--- config.mk ---
export PLATFORM = sky130hd
export DESIGN_NAME = gnd_perm_ram
export DESIGN_NICKNAME = d
export VERILOG_FILES = /design/src/rtl/assert_macros.svh /design/src/rtl/gnd_pkg.sv /design/src/rtl/gnd_perm_ram.sv
export SDC_FILE = /design/constraint.sdc
export NUM_CORES = 2
export LEC_CHECK = 0
export ABC_CLOCK_PERIOD_IN_PS = 2340
export BUFFER_PORTS_ARGS = -buffer_cell sky130_fd_sc_hd__buf_2
export CORE_MARGIN = 2
export CORE_UTILIZATION = 29
export DETAILED_ROUTE_END_ITERATION = 6
export HOLD_SLACK_MARGIN = 0.08
export PLACE_DENSITY = 0.5
export REMOVE_ABC_BUFFERS = 1
export SETUP_SLACK_MARGIN = 0.2
export SLEW_MARGIN = 20
export SYNTH_ARGS = -nofsm -noshare
export SYNTH_HDL_FRONTEND = slang
export SYNTH_SLANG_ARGS = --single-unit
--- constraint.sdc ---
create_clock -name clk -period 2.34 [get_ports clk]
set_clock_uncertainty 0.1 [all_clocks]
set_input_delay 0.234 -clock clk [delete_from_list [all_inputs] [get_ports clk]]
set_output_delay 0.234 -clock clk [all_outputs]
set_load 0.01 [all_outputs]
--- src/rtl/assert_macros.svh ---
// Assertion macros shared by the RTL of the gradient noise block.
// Needs clk and rst_n in scope at the point of use.
`ifndef ASSERT_MACROS_SVH
`define ASSERT_MACROS_SVH
// Same-cycle implication, off while reset is held.
`define GND_ASSERT_NOW(label, ante, cons, msg) \
  label: assert property (@(posedge clk) disable iff (!rst_n) (ante) |-> (cons)) else $error(msg);
// Next-cycle implication, off while reset is held.
`define GND_ASSERT_NXT(label, ante, cons, msg) \
  label: assert property (@(posedge clk) disable iff (!rst_n) (ante) |=> (cons)) else $error(msg);
`endif

--- src/rtl/gnd_pkg.sv ---
// Shared types and fixed constants of the gradient noise block.
// No dependencies.
package gnd_pkg;
  localparam int DIM_W    = 3;
  localparam int IDX_W    = 8;
  localparam int PERM_W   = 8;
  localparam int COORD_W  = 32;
  localparam int OUT_W    = 19;
  localparam int OUT_MAX  = 262143;
  localparam int OUT_MIN  = -262144;
  localparam int AXES     = 4;
  localparam int CORNERS  = 16;

  localparam logic REQ_EVAL = 1'b0;
  localparam logic REQ_LOAD = 1'b1;

  localparam logic [DIM_W-1:0] DIM_2     = 3'd2;
  localparam logic [DIM_W-1:0] DIM_3     = 3'd3;
  localparam logic [DIM_W-1:0] DIM_4     = 3'd4;
  localparam logic [DIM_W-1:0] DIM_RESET = DIM_3;

  typedef logic [PERM_W-1:0]         perm_t;
  typedef logic signed [COORD_W-1:0] coord_t;
  typedef logic [DIM_W-1:0]          dim_t;
endpackage

--- src/rtl/gnd_perm_ram.sv ---
// Permutation table memory: one write port, one registered read port.
// Depends on gnd_pkg.
module gnd_perm_ram #(
  parameter int DEPTH = 256,
  parameter int AW    = 8
) (
  input  logic           clk,
  input  logic           we,
  input  logic [AW-1:0]  waddr,
  input  gnd_pkg::perm_t wdata,
  input  logic [AW-1:0]  raddr,
  output gnd_pkg::perm_t rdata
);
  import gnd_pkg::*;

  perm_t mem [DEPTH];

  always_ff @(posedge clk) begin
    if (we) begin
      mem[waddr] <= wdata;
    end
    rdata <= mem[raddr];
  end
endmodule

==> impl_metrics.yaml <==
clocking:
  cts_post_setup_buffers_inserted: 0
  tritoncts: "done"
  cts_max_path_buffers: 3
  cts_sinks: 2056
  h-tree-depth: 4
  clock_latency_ns: 0.88
  clock_tree.root_cell: "sky130_fd_sc_hd__clkbuf_16"
  cts.reportedPaths.clkPinSlew_ns: 0.06
  cts_made_buffers: 210
timing:
  setup_tns_ns: 0
  rsz0062_at_grt: "true"
  layout_worst_path_cycle_share_pct: 99.5
  timing.max_slew.rel_slack_pct: 28.6
  final.hold.worst_slack_ns: 0.267
  min_period_ns: 2.33
  finalWorstSetupSlack_ns: 0.0128
  final_max_slew_viol_count: 0
  final-setup-viol-count: 0
  fmaxAchievable_ghz: 0.430
  transition_time_at_the_pin_with_the_least_slew_margin_ns: 1.07
  finalHoldViolCount: 0
floorplanning:
  die_width_um: 528
  design.core.area_um2: 273000
  floorplan.rows: 192
  dieHeight_um: 528
  die_area_um2: 279000
  start_util_pct: 29.1
  io-pin-count: 34
final_layout:
  drive_gt1_share_pct: 34.9
  num-nets-final: 4563
  multiInputGateArea_um2: 17100
  area_occupied_by_registers_um2: 61700
  area_added_between_synthesis_and_finish_pct: 22.7
  num-fill-cells: 25200
power_and_ir_drop:
  ir_drop_worst_case_vdd_mv: 0.645
  leakagePower_nw: 31.3
  power.density_cell_area_nw_per_um2: 807
placement:
  dpl_worst_slack_ns: -0.996
  place_congestion: 0.810
  detailedPlacementHpwl_mm: 145
  io_buffers: 33
logic_synthesis:
  synthesis.instances: 3733
  synth_common_cells: "2048 x sky130_fd_sc_hd__edfxtp_1, 454 x sky130_fd_sc_hd__mux4_2, 282 x sky130_fd_sc_hd__nor2_1"
  synthesis.area_um2: 79600
  postSynth.topFlopCell: "sky130_fd_sc_hd__edfxtp_1"
  yosys.area.top_type_share_pct: 77.3
  synth_seq_cells: 2056
  synth_seq_area_share_pct: 77.5
  yosysTopAreaCell: "sky130_fd_sc_hd__edfxtp_1"
  synthArstFlopShare_pct: 0
  ys.warnings.count: 0
  syn-mean-instance-area_um2: 21.3
  leading_cell_type_by_number_of_instances_after_synthesis: "sky130_fd_sc_hd__edfxtp_1"
  netlist_top_cells_area: "sky130_fd_sc_hd__edfxtp_1 77%, sky130_fd_sc_hd__mux4_2 13%, sky130_fd_sc_hd__mux2i_1 1.7%"
  synth_enable_flop_cells: 2048
  ys_types: 55
critical_path:
  cp_slowest_stage_delay_ns: 0.55
  crit_arrival_ns: 2.97
  start_kind: "flop"
  slowest_stage: "sky130_fd_sc_hd__nor4_4"
  critical_path_type: "flop to flop"
  timing.critical_path.required_ns: 2.98
  timing.critical_path.to_type: "flop"
  crit_fanout: 1
  crit_chain: "mux4_2, a22oi_2, buf_4, a21oi_4, nor4_4, buf_4, nor4_4"
route:
  route.antenna.remaining_nets: 0
  via_count: 40800
  drt_pre_antenna_iters: 6
  routed_wl_mm: 222
  route.detailed.wl_per_inst_um: 26.7
  detail_route.drc_violations: 0
  drt_iter0_markers: 3818
  routed_via_density: 4.91
global_route:
  grt_antenna_before_repair: 13
  final_global_route_overflow_total: 0
  grt_pass1_vias: 42100
  grt_start_max_net_pins: 101
  grt_first_pass_wirelength_mm: 317
  groute.usage.overall_pct: 15.8
run_status:
  outcome: "finished clean"
flow_run:
  drv.max_cap_violation_count: 0
min_path:
  hold_removal_path_class: "input port to flop"
[report_power, final]
| part | total (mW) | internal, mW | leakage, nW | switching, mW |
|---|---|---|---|---|
| Sequential | 40.7 | 40.6 | 18.5 | 0.0808 |
| Clock | 33.4 | 19.0 | 3.32 | 14.5 |
| Combinational | 4.66 | 1.92 | 9.51 | 2.74 |
[final cells by class]
cell class | instances | area share, %
sequential | 2056 | 63.2
clock buffer | 276 | 5.70
multi-input combinational | 1442 | 17.5
antenna | 5 | 0.0128
inverter | 2 | 0.00769
tap | 3589 | 4.60
clock inverter | 113 | 1.36
timing repair buffer | 825 | 7.69
[through the flow]
| stage | power [mW] | util, % | cell area (um^2) | instances |
|---|---|---|---|---|
| 4_1_cts | 79.6 | 35.7 | 97400 | 8303 |
| 5_1_grt | 81.2 | 35.7 | 97600 | 8305 |
| 3_5_place_dp | 46.0 | 32.9 | 90000 | 7895 |
| 2_1_floorplan | 42.8 | - | 78100 | 3500 |
| 3_3_place_gp | 46.0 | 32.9 | 90000 | 7895 |
| 6_report | 78.8 | 35.7 | 97600 | 8308 |
[routing by layer]
layer	track usage, %	routed length, um	up-vias
met4	4.29	5770	0
li1	-	-	17300
met2	26.1	109000	1151
met5	0	0	-
met1	21.8	96800	22000
met3	2.22	10800	272
[cell usage in the layout (no fill, tap or decap), drive strengths merged, types with 2 or more instances in the layout]
master	netlist	final
a221oi	14	14
a31oi	2	2
dfxtp	8	8
inv	1	7
or2	4	4
a311oi	2	2
clkinv	1	81
o22a	5	5
nor2	282	282
nand2	33	33
nand4	10	10
mux2i	134	134
clkbuf	111	276
edfxtp	2048	2048
clkinvlp	0	8
o21ai	12	12
diode	0	5
buf	122	806
a22o	8	8
nand3b	2	2
o22ai	28	28
nor2b	31	31
o211ai	10	10
mux4	456	456
a211oi	16	16
nor3	22	22
dlygate4sd3	0	18
nand3	34	34
nor4	27	27
o221ai	47	47
nand2b	8	8
and2	6	6
o32ai	5	5
a21oi	96	96
bufinv	0	19
and3b	2	2
a2111oi	5	5
a22oi	133	133
[registers in the layout, indices dropped and copies added (netlist names)]
signal / cells
rdata: 8
mem: 2048
[timing repair]
item / in CTS / in global routing
endpoints found under the setup margin: 8 / 39
hold buffers: 19 / 0
pin swaps: 30 / 25
endpoints found under the hold margin: 2303 / 0
gates resized for setup: 61 / 36
[worst paths after layout]
kind	from	endpoint	slack (ns)	cells after the start
max	mem[15][2]$_DFFE_PP_	rdata[2]$_DFF_P_	0.01	7
min	wdata[4]	mem[83][4]$_DFFE_PP_	0.27	2
min reg2reg	mem[40][3]$_DFFE_PP_	rdata[3]$_DFF_P_	0.95	7
max reg2reg	mem[15][2]$_DFFE_PP_	rdata[2]$_DFF_P_	0.01	7
[worst max-delay path: cells and delay by family, from the launching register on]
kind,cells,cell delay (ns)
compound gates,2,0.27
mux,1,0.50
flops,1,0.36
simple gates,2,0.59
buf+inv,2,0.38
[cell families (layout without fill, tap and decap cells)]
logic type / after synthesis / count (layout) / share of synthesized area [%]
compound gates: 385 / 385 / 3.42
buf+inv: 235 / 1216 / 1.83
flops: 2056 / 2056 / 77.5
mux: 591 / 591 / 14.6
other cells: 0 / 5 / 0
simple gates: 466 / 466 / 2.63
(Power assumes the default switching activity.)
